### src/sv/isotp_rr_pkg.sv
// Shared types, constants and helpers of the ISO-TP request receiver.
package isotp_rr_pkg;

  typedef enum logic [1:0] {
    KIND_TX  = 2'd0,
    KIND_PAY = 2'd1,
    KIND_ERR = 2'd2
  } kind_t;

  localparam logic       OP_START     = 1'b0;
  localparam logic [7:0] PCI_SF_REQ   = 8'h02;
  localparam logic [7:0] PCI_FC       = 8'h30;
  localparam logic [3:0] FT_SINGLE    = 4'h0;
  localparam logic [3:0] FT_FIRST     = 4'h1;
  localparam logic [3:0] SF_MAX_LEN   = 4'd7;
  localparam logic [3:0] FF_DATA_LEN  = 4'd6;
  localparam logic [3:0] FRAME_BYTES  = 4'd8;

  localparam logic [1:0] REG_REQUEST_ID = 2'd0;
  localparam logic [1:0] REG_BLOCK_SIZE = 2'd1;
  localparam logic [1:0] REG_SEP_TIME   = 2'd2;
  localparam logic [1:0] REG_PAD_BYTE   = 2'd3;

  localparam logic [10:0] RST_REQUEST_ID = 11'h7DF;
  localparam logic [7:0]  RST_BLOCK_SIZE = 8'h00;
  localparam logic [7:0]  RST_SEP_TIME   = 8'h0A;
  localparam logic [7:0]  RST_PAD_BYTE   = 8'hAA;

  typedef struct packed {
    logic        operation;
    logic [7:0]  service;
    logic [7:0]  pid;
    logic [63:0] rx_frame;
  } in_t;

  typedef struct packed {
    kind_t       kind;
    logic [10:0] tx_id;
    logic [63:0] frame_bytes;
    logic [3:0]  byte_count;
    logic [11:0] total_length;
    logic        done_res;
    logic        last;
  } out_t;

  typedef struct packed {
    logic [10:0] request_id;
    logic [7:0]  block_size;
    logic [7:0]  separation_time;
    logic [7:0]  pad_byte;
  } cfg_t;

  // classified work handed from front to back
  typedef struct packed {
    kind_t       kind;
    logic [63:0] bytes;
    logic [3:0]  count;
    logic [11:0] total;
    logic        done;
    logic        flow;
  } cmd_t;

  function automatic logic [63:0] padded(input logic [7:0] b0, input logic [7:0] b1,
                                         input logic [7:0] b2, input logic [7:0] pad);
    return {b0, b1, b2, pad, pad, pad, pad, pad};
  endfunction

  // keep the first n bytes of an already aligned word
  function automatic logic [63:0] keep_bytes(input logic [63:0] w, input logic [3:0] n);
    logic [63:0] r;
    r = '0;
    for (int i = 0; i < 8; i++) begin
      if (4'(i) < n) begin
        r[63-8*i -: 8] = w[63-8*i -: 8];
      end
    end
    return r;
  endfunction

endpackage

### src/sv/isotp_rr_front.sv
// Front end: accepts words, tracks the transaction and classifies each word.
module isotp_rr_front (
  input  logic                clk,
  input  logic                rst_n,
  input  logic                accept,
  input  isotp_rr_pkg::in_t   in_data,
  input  isotp_rr_pkg::cfg_t  cfg,
  output logic                cmd_valid,
  output isotp_rr_pkg::cmd_t  cmd
);
  import isotp_rr_pkg::*;

  typedef enum logic [1:0] {
    PH_IDLE       = 2'd0,
    PH_WAIT_FIRST = 2'd1,
    PH_WAIT_CONS  = 2'd2
  } phase_t;

  phase_t      phase_r, phase_nxt;
  logic [11:0] rem_r, rem_nxt;
  logic [11:0] deliv_r, deliv_nxt;
  logic [7:0]  fuf_r, fuf_nxt;
  logic        produce;

  logic [7:0]  b0;
  logic [3:0]  ftype;
  logic [11:0] ff_len;
  logic [3:0]  sf_n;
  logic [3:0]  cf_n;
  logic [11:0] cf_left;

  always_comb begin
    b0      = in_data.rx_frame[63:56];
    ftype   = b0[7:4];
    ff_len  = {b0[3:0], in_data.rx_frame[55:48]};
    sf_n    = (b0[3:0] > SF_MAX_LEN) ? SF_MAX_LEN : b0[3:0];
    cf_n    = (rem_r < 12'(SF_MAX_LEN)) ? rem_r[3:0] : SF_MAX_LEN;
    cf_left = rem_r - 12'(cf_n);

    phase_nxt = phase_r;
    rem_nxt   = rem_r;
    deliv_nxt = deliv_r;
    fuf_nxt   = fuf_r;
    produce   = 1'b0;
    cmd       = '0;

    if (in_data.operation == OP_START) begin
      produce   = 1'b1;
      deliv_nxt = '0;
      rem_nxt   = '0;
      fuf_nxt   = '0;
      phase_nxt = PH_WAIT_FIRST;
      cmd.kind  = KIND_TX;
      cmd.bytes = padded(PCI_SF_REQ, in_data.service, in_data.pid, cfg.pad_byte);
      cmd.count = FRAME_BYTES;
    end else begin
      unique case (phase_r)
        PH_WAIT_FIRST: begin
          produce   = 1'b1;
          phase_nxt = PH_IDLE;
          cmd.done  = 1'b1;
          if (ftype == FT_SINGLE) begin
            deliv_nxt = deliv_r + 12'(sf_n);
            cmd.kind  = KIND_PAY;
            cmd.bytes = keep_bytes({in_data.rx_frame[55:0], 8'h00}, sf_n);
            cmd.count = sf_n;
          end else if (ftype == FT_FIRST) begin
            cmd.kind = KIND_PAY;
            if (ff_len <= 12'(FF_DATA_LEN)) begin
              deliv_nxt = deliv_r + ff_len;
              rem_nxt   = '0;
              cmd.bytes = keep_bytes({in_data.rx_frame[47:0], 16'h0000}, ff_len[3:0]);
              cmd.count = ff_len[3:0];
            end else begin
              deliv_nxt = deliv_r + 12'(FF_DATA_LEN);
              rem_nxt   = ff_len - 12'(FF_DATA_LEN);
              phase_nxt = PH_WAIT_CONS;
              fuf_nxt   = cfg.block_size;
              cmd.bytes = {in_data.rx_frame[47:0], 16'h0000};
              cmd.count = FF_DATA_LEN;
              cmd.done  = 1'b0;
              cmd.flow  = 1'b1;
            end
          end else begin
            rem_nxt  = '0;
            cmd.kind = KIND_ERR;
          end
          cmd.total = deliv_nxt;
        end
        PH_WAIT_CONS: begin
          produce   = 1'b1;
          deliv_nxt = deliv_r + 12'(cf_n);
          rem_nxt   = cf_left;
          cmd.kind  = KIND_PAY;
          cmd.bytes = keep_bytes({in_data.rx_frame[55:0], 8'h00}, cf_n);
          cmd.count = cf_n;
          cmd.total = deliv_nxt;
          if (cf_left == '0) begin
            phase_nxt = PH_IDLE;
            cmd.done  = 1'b1;
          end else if (fuf_r == 8'd1) begin
            fuf_nxt  = cfg.block_size;
            cmd.flow = 1'b1;
          end else if (fuf_r != '0) begin
            fuf_nxt = fuf_r - 8'd1;
          end
        end
        default: ;
      endcase
    end
    cmd_valid = accept && produce;
  end

  always_ff @(posedge clk) begin
    if (!rst_n) begin
      phase_r <= PH_IDLE;
      rem_r   <= '0;
      deliv_r <= '0;
      fuf_r   <= '0;
    end else if (accept) begin
      phase_r <= phase_nxt;
      rem_r   <= rem_nxt;
      deliv_r <= deliv_nxt;
      fuf_r   <= fuf_nxt;
    end
  end

endmodule

### src/sv/isotp_rr_queue.sv
// Two-entry queue of classified work between front and back.
module isotp_rr_queue (
  input  logic                clk,
  input  logic                rst_n,
  input  logic                wr_en,
  input  isotp_rr_pkg::cmd_t  wr_cmd,
  input  logic                rd_en,
  output logic                rd_valid,
  output isotp_rr_pkg::cmd_t  rd_cmd,
  output logic                full
);
  import isotp_rr_pkg::*;

  cmd_t       mem_r [2];
  logic       wr_ptr_r, rd_ptr_r;
  logic [1:0] count_r;

  assign rd_valid = count_r != 2'd0;
  assign full     = count_r == 2'd2;
  assign rd_cmd   = mem_r[rd_ptr_r];

  always_ff @(posedge clk) begin
    if (wr_en) begin
      mem_r[wr_ptr_r] <= wr_cmd;
    end
  end

  always_ff @(posedge clk) begin
    if (!rst_n) begin
      wr_ptr_r <= 1'b0;
      rd_ptr_r <= 1'b0;
      count_r  <= '0;
    end else begin
      if (wr_en) begin
        wr_ptr_r <= ~wr_ptr_r;
      end
      if (rd_en) begin
        rd_ptr_r <= ~rd_ptr_r;
      end
      if (wr_en && !rd_en) begin
        count_r <= count_r + 2'd1;
      end else if (rd_en && !wr_en) begin
        count_r <= count_r - 2'd1;
      end
    end
  end

endmodule

### src/sv/isotp_rr_back.sv
// Back end: expands classified work into result words in the output register.
module isotp_rr_back (
  input  logic                clk,
  input  logic                rst_n,
  input  logic                q_valid,
  input  isotp_rr_pkg::cmd_t  q_cmd,
  input  isotp_rr_pkg::cfg_t  cfg,
  input  logic                pop,
  output logic                q_pop,
  output logic                empty,
  output isotp_rr_pkg::out_t  out_data
);
  import isotp_rr_pkg::*;

  logic out_valid_r;
  out_t out_r, out_nxt;
  logic step_r;
  logic load;

  assign load     = q_valid && (!out_valid_r || pop);
  assign q_pop    = load && (step_r || !q_cmd.flow);
  assign empty    = !out_valid_r;
  assign out_data = out_r;

  always_comb begin
    out_nxt = '0;
    if (step_r) begin
      // flow control after first or block-ending consecutive frame
      out_nxt.kind         = KIND_TX;
      out_nxt.tx_id        = cfg.request_id;
      out_nxt.frame_bytes  = padded(PCI_FC, cfg.block_size, cfg.separation_time,
                                    cfg.pad_byte);
      out_nxt.byte_count   = FRAME_BYTES;
      out_nxt.total_length = q_cmd.total;
      out_nxt.last         = 1'b1;
    end else begin
      out_nxt.kind         = q_cmd.kind;
      out_nxt.tx_id        = (q_cmd.kind == KIND_TX) ? cfg.request_id : '0;
      out_nxt.frame_bytes  = q_cmd.bytes;
      out_nxt.byte_count   = q_cmd.count;
      out_nxt.total_length = q_cmd.total;
      out_nxt.done_res     = q_cmd.done;
      out_nxt.last         = !q_cmd.flow;
    end
  end

  always_ff @(posedge clk) begin
    if (load) begin
      out_r <= out_nxt;
    end
  end

  always_ff @(posedge clk) begin
    if (!rst_n) begin
      out_valid_r <= 1'b0;
      step_r      <= 1'b0;
    end else if (load) begin
      out_valid_r <= 1'b1;
      step_r      <= !step_r && q_cmd.flow;
    end else if (pop) begin
      out_valid_r <= 1'b0;
    end
  end

endmodule

### src/sv/isotp_request_receive_fsm.sv
// Top level of the ISO-TP request receiver: config registers, front, queue, back.
// A start word sends a padded single-frame request; received frames then yield payload
// words, flow-control frames and errors. The front takes one word per cycle while the
// two-entry work queue has room; the back writes one result word per cycle into the
// output register while it is empty or popped, so a word that gives one result
// sustains one word per cycle, and a first frame or block-ending consecutive frame
// also gives a flow-control frame and holds the back until both are written. The user
// must write registers over APB only while the block is idle; the block does not enforce this.
module isotp_request_receive_fsm (
  input  logic                clk,
  input  logic                rst_n,
  input  logic                push,
  output logic                full,
  input  isotp_rr_pkg::in_t   in_data,
  output logic                empty,
  input  logic                pop,
  output isotp_rr_pkg::out_t  out_data,
  input  logic                psel,
  input  logic                penable,
  input  logic                pwrite,
  input  logic [3:0]          paddr,
  input  logic [31:0]         pwdata,
  output logic [31:0]         prdata,
  output logic                pready
);
  import isotp_rr_pkg::*;

  cfg_t cfg_r;
  logic cfg_wr;
  logic accept;
  logic cmd_valid;
  cmd_t cmd;
  logic q_valid;
  cmd_t q_cmd;
  logic q_pop;

  assign pready = 1'b1;
  assign cfg_wr = psel && penable && pwrite && pready;
  assign accept = push && !full;

  always_ff @(posedge clk) begin
    if (!rst_n) begin
      cfg_r.request_id      <= RST_REQUEST_ID;
      cfg_r.block_size      <= RST_BLOCK_SIZE;
      cfg_r.separation_time <= RST_SEP_TIME;
      cfg_r.pad_byte        <= RST_PAD_BYTE;
    end else if (cfg_wr) begin
      unique case (paddr[3:2])
        REG_REQUEST_ID: cfg_r.request_id      <= pwdata[10:0];
        REG_BLOCK_SIZE: cfg_r.block_size      <= pwdata[7:0];
        REG_SEP_TIME:   cfg_r.separation_time <= pwdata[7:0];
        REG_PAD_BYTE:   cfg_r.pad_byte        <= pwdata[7:0];
        default: ;
      endcase
    end
  end

  always_comb begin
    prdata = '0;
    unique case (paddr[3:2])
      REG_REQUEST_ID: prdata = 32'(cfg_r.request_id);
      REG_BLOCK_SIZE: prdata = 32'(cfg_r.block_size);
      REG_SEP_TIME:   prdata = 32'(cfg_r.separation_time);
      REG_PAD_BYTE:   prdata = 32'(cfg_r.pad_byte);
      default: ;
    endcase
  end

  isotp_rr_front u_front (
    .clk       (clk),
    .rst_n     (rst_n),
    .accept    (accept),
    .in_data   (in_data),
    .cfg       (cfg_r),
    .cmd_valid (cmd_valid),
    .cmd       (cmd)
  );

  isotp_rr_queue u_queue (
    .clk      (clk),
    .rst_n    (rst_n),
    .wr_en    (cmd_valid),
    .wr_cmd   (cmd),
    .rd_en    (q_pop),
    .rd_valid (q_valid),
    .rd_cmd   (q_cmd),
    .full     (full)
  );

  isotp_rr_back u_back (
    .clk      (clk),
    .rst_n    (rst_n),
    .q_valid  (q_valid),
    .q_cmd    (q_cmd),
    .cfg      (cfg_r),
    .pop      (pop),
    .q_pop    (q_pop),
    .empty    (empty),
    .out_data (out_data)
  );

  a_err_ends: assert property (@(posedge clk) disable iff (!rst_n)
    (!empty && out_data.kind == KIND_ERR) |-> (out_data.done_res && out_data.last))
    else $error("error word does not end the transaction");

  a_first_of_pair: assert property (@(posedge clk) disable iff (!rst_n)
    (!empty && !out_data.last) |-> (out_data.kind == KIND_PAY && !out_data.done_res))
    else $error("non-final word is not a payload word");

  a_pair_follows: assert property (@(posedge clk) disable iff (!rst_n)
    (!empty && !out_data.last && pop) |=>
      (!empty && out_data.kind == KIND_TX && out_data.last))
    else $error("flow-control frame does not follow its payload word");

  a_reset_empty: assert property (@(posedge clk) !rst_n |=> empty)
    else $error("result queue not empty after reset");

endmodule
### config.mk
export PLATFORM = sky130hd
export DESIGN_NAME = isotp_request_receive_fsm
export DESIGN_NICKNAME = d
export VERILOG_FILES = /design/src/sv/isotp_rr_pkg.sv /design/src/sv/isotp_rr_front.sv /design/src/sv/isotp_rr_queue.sv /design/src/sv/isotp_rr_back.sv /design/src/sv/isotp_request_receive_fsm.sv
export SDC_FILE = /design/constraint.sdc
export NUM_CORES = 1
export LEC_CHECK = 0
export BUFFER_PORTS_ARGS = -buffer_cell sky130_fd_sc_hd__buf_2
export CAP_MARGIN = 20
export CORE_MARGIN = 2
export CORE_UTILIZATION = 50
export CTS_CLUSTER_DIAMETER = 120
export DETAILED_ROUTE_END_ITERATION = 6
export PLACE_DENSITY = 0.7
export SETUP_SLACK_MARGIN = 0.4
export SLEW_MARGIN = 10
export SYNTH_ARGS = -nofsm -noshare
export SYNTH_HDL_FRONTEND = slang
export SYNTH_SLANG_ARGS = --single-unit
### constraint.sdc
create_clock -name clk -period 16.2 [get_ports clk]
set_input_delay 1.62 -clock clk [delete_from_list [all_inputs] [get_ports clk]]
set_output_delay 1.62 -clock clk [all_outputs]
set_load 0.05 [all_outputs]
==> impl_metrics.toml <==
[floorplanning]
die_area_mm2 = 0.0358
core_area_mm2 = 0.0336
rows = 67
die_h_um = 189
die_w_um = 189
start_util_pct = 51.0
ios = 254

[detailed_routing]
route.met3.wl_um = 3840
routed_wl_um = 48000
drtIter0Drc = 1353
vias_per_cell = 6.06
drc = 9
wl_per_cell_um = 21.6
wl_met2_um = 22900
vias = 13500
wl_met1_um = 19500
firstDrtPassIters = 7
ant_nets = 0
routed.top_layer = "met5"

[worst_setup_path]
critPathCaptureType = "flop"
cp-start-kind = "input pin"
worst_ep_required_time_ns = 16.47
arrival_ns = 4.72
cp_max_fo = 12
crit_type = "in -> reg"

[sta]
maxSlewHeadroom_pct = 20.8
tightest_slew_ns = 1.18
finalMaxSlewViolations = 0
finalHoldViolations = 0
period_minus_slack_ns = 4.45
tns_ns = 0
finalCritPeriodShare_pct = 27.5
finalSetupViolCount = 0
fin_skew_ns = 0.0180
clock.fmax_mhz = 225
grt_setup_unrepaired = "no"

[placed_design]
placed_area_mm2 = 0.0184
numPortBuffers = 208
dp_hpwl_um = 34000
place.gp.congestion = 0.908

[global_route]
grt_max_degree = 88
grt_remaining_overflow = 0
grt_pass1_wl_um = 72400
grt_pass1_vias = 12700
grt_usage_pct = 26.4
antenna_found_initial = 2

[final_layout]
final_area_mm2 = 0.0197
fin_nets = 1903
drive_above_1_share_pct = 18.8
layout-area-overhead-vs-synth_pct = 14.6

[power_and_ir_drop]
switching_share_pct = 36.4
comb_power_share_pct = 29.3
power_frac_seq_pct = 41.8
p_int_w = 0.00184
p_sw_w = 0.00105
peakVddDrop_mv = 0.115
p_per_area_mw_per_mm2 = 147
p_clk_share_pct = 28.8
p_leak_nw = 7.19

[synthesis]
syn_avg_cell_area_um2 = 10.9
ys_ff_latch = 339
synthAdderAreaFrac_pct = 2.32
synthCells = 1577
synth-compound-area-share_pct = 17.6
yosysTopAreaCellShare_pct = 46.1
synth_top_cells_by_count = "edfxtp_1, nor2_1, nand2_1, o21ai_0, dfxtp_1"
synthXorXnorAreaFrac_pct = 1.98
synth_edf_count = 263
synthArstFlopShare_pct = 0
ys_seq_area_share_pct = 54.9
synthMuxAreaShare_pct = 4.99
netlist_area_mm2 = 0.0171
synth_top_family_by_area = "compound AO/OA/AOI/OAI gates"
synth_top_flop_cell = "edfxtp_1"
yosysUniqueCellTypes = 79
yosys-top-cells-area = "edfxtp_1, dfxtp_1, nor2_1, mux2i_1, nand2_1"
synth-simple-area-share_pct = 14.0
yosysMostFrequentCell = "edfxtp_1"
yosys_warnings = 0
synth_area_leader_cell = "edfxtp_1"

[cts]
htreeDepth = 2
clkTransAtPathRegs_ns = 0.06
postCtsSetupBuffers = 0
cts_resized = 0
cts_root_buffer = "clkbuf_16"
cts_sinks = 339
clock_latency_ns = 0.54
cts_tree = "yes"
clockBufferDepth = 3
ctsHoldBuffers = 0
cts_buffers = 36

[min_path]
hp-class = "reg -> reg"

[outcome]
status = "finished with violations"
failed_checks = "design-rule violations"

[job]
drv_cap = 0
-- per-stage QoR --
stage	hold slack, ns	std cells	total power (W)	worst slack (ns)	util [%]
finish	0.471	2226	0.00290	11.75	58.5
floorplan	0.442	1599	0.00188	9.01	-
detailed placement	0.464	2156	0.00208	11.10	54.8
CTS	0.472	2222	0.00291	11.67	58.4
global route	0.502	2226	0.00301	11.61	58.5
global placement	0.463	2155	0.00206	11.10	54.8
-- layout by cell type, fill, tap and decap left out, drive strengths merged, types with 7 or more instances in the layout --
master and instances:
conb 24, nor4 9, edfxtp 263, o22ai 12
dfxtp 76, or3 8, nand4 12, ha 27
nor3 31, nand2b 11, and2 21, nor2b 58
xnor2 26, o211ai 7, mux2 12, xor2 12
nand2 139, and3 8, clkbuf 45, clkinv 14
o21ai 99, nand3 37, a22o 44, a21oi 65
o31ai 10, or2 8, a31oi 11, a211oi 43
o2bb2ai 18, a21o 8, mux4 8, nor2 147
inv 43, buf 226, a22oi 59, mux2i 54
-- cell type report --
| type | instances | area (um^2) |
|---|---|---|
| fillers | 2826 | 14000 |
| clock buffers | 45 | 956 |
| repair buffers | 226 | 1180 |
| clock inverters | 21 | 233 |
| inverters | 42 | 158 |
| flip-flops and latches | 339 | 9420 |
| multi-input cells | 1104 | 7140 |
| diodes | 1 | 2.50 |
| well taps | 448 | 561 |
-- final timing paths --
| path | startpoint | to | slack, ns | depth (start not counted) |
|---|---|---|---|---|
| max | in_data[55] | u_queue.mem_r[0][13] | 11.75 | 8 |
| min reg2reg | cfg_r[29] | cfg_r[29] | 0.47 | 2 |
| max reg2reg | u_front.rem_r[9] | u_queue.mem_r[1][1] | 12.44 | 10 |
| min | cfg_r[29] | cfg_r[29] | 0.47 | 2 |
-- state kept, by name, indices dropped and copies added (netlist names), named ones only --
register            cells
u_back.out_valid_r      1
u_back.out_data        95
u_front.deliv_r        12
u_queue.count_r         2
cfg_r                  35
u_front.phase_r         2
u_front.fuf_r           8
u_queue.wr_ptr_r        1
u_queue.rd_ptr_r        1
u_queue.mem_r         168
u_front.rem_r          12
u_back.step_r           1
-- power groups by stage --
stage          clock network, W  logic, W  registers [W]
4_1_cts                0.000844  0.000846        0.00122
6_report               0.000835  0.000850        0.00121
3_3_place_gp                  0  0.000834        0.00123
5_1_grt                0.000882  0.000900        0.00123
3_5_place_dp                  0  0.000844        0.00123
2_1_floorplan                 0  0.000318        0.00156
-- per-layer routing --
layer	GRT usage, %	vias up
li1	-	6217
met1	34.4	6582
met2	43.6	578
met3	4.86	102
met4	10.7	2
met5	0	-
-- worst max-delay path: stages --
cell and delay (ns):
buf_2 0.16, nor3_1 0.59, nand2_1 0.50, nor2_1 0.83, nand2_1 0.24, o221ai_1 0.27
nand4_1 0.17, a31o_2 0.34
-- cells by family after synthesis --
group,after synthesis
and+or+nand+nor,501
AOI/OAI and AO/OA,437
DFF,339
buffers and inverters,156
muxes,74
xor gates and xnor gates,38
adders and majority gates,30
other,2
No activity file was read; power rests on OpenSTA's default activity.
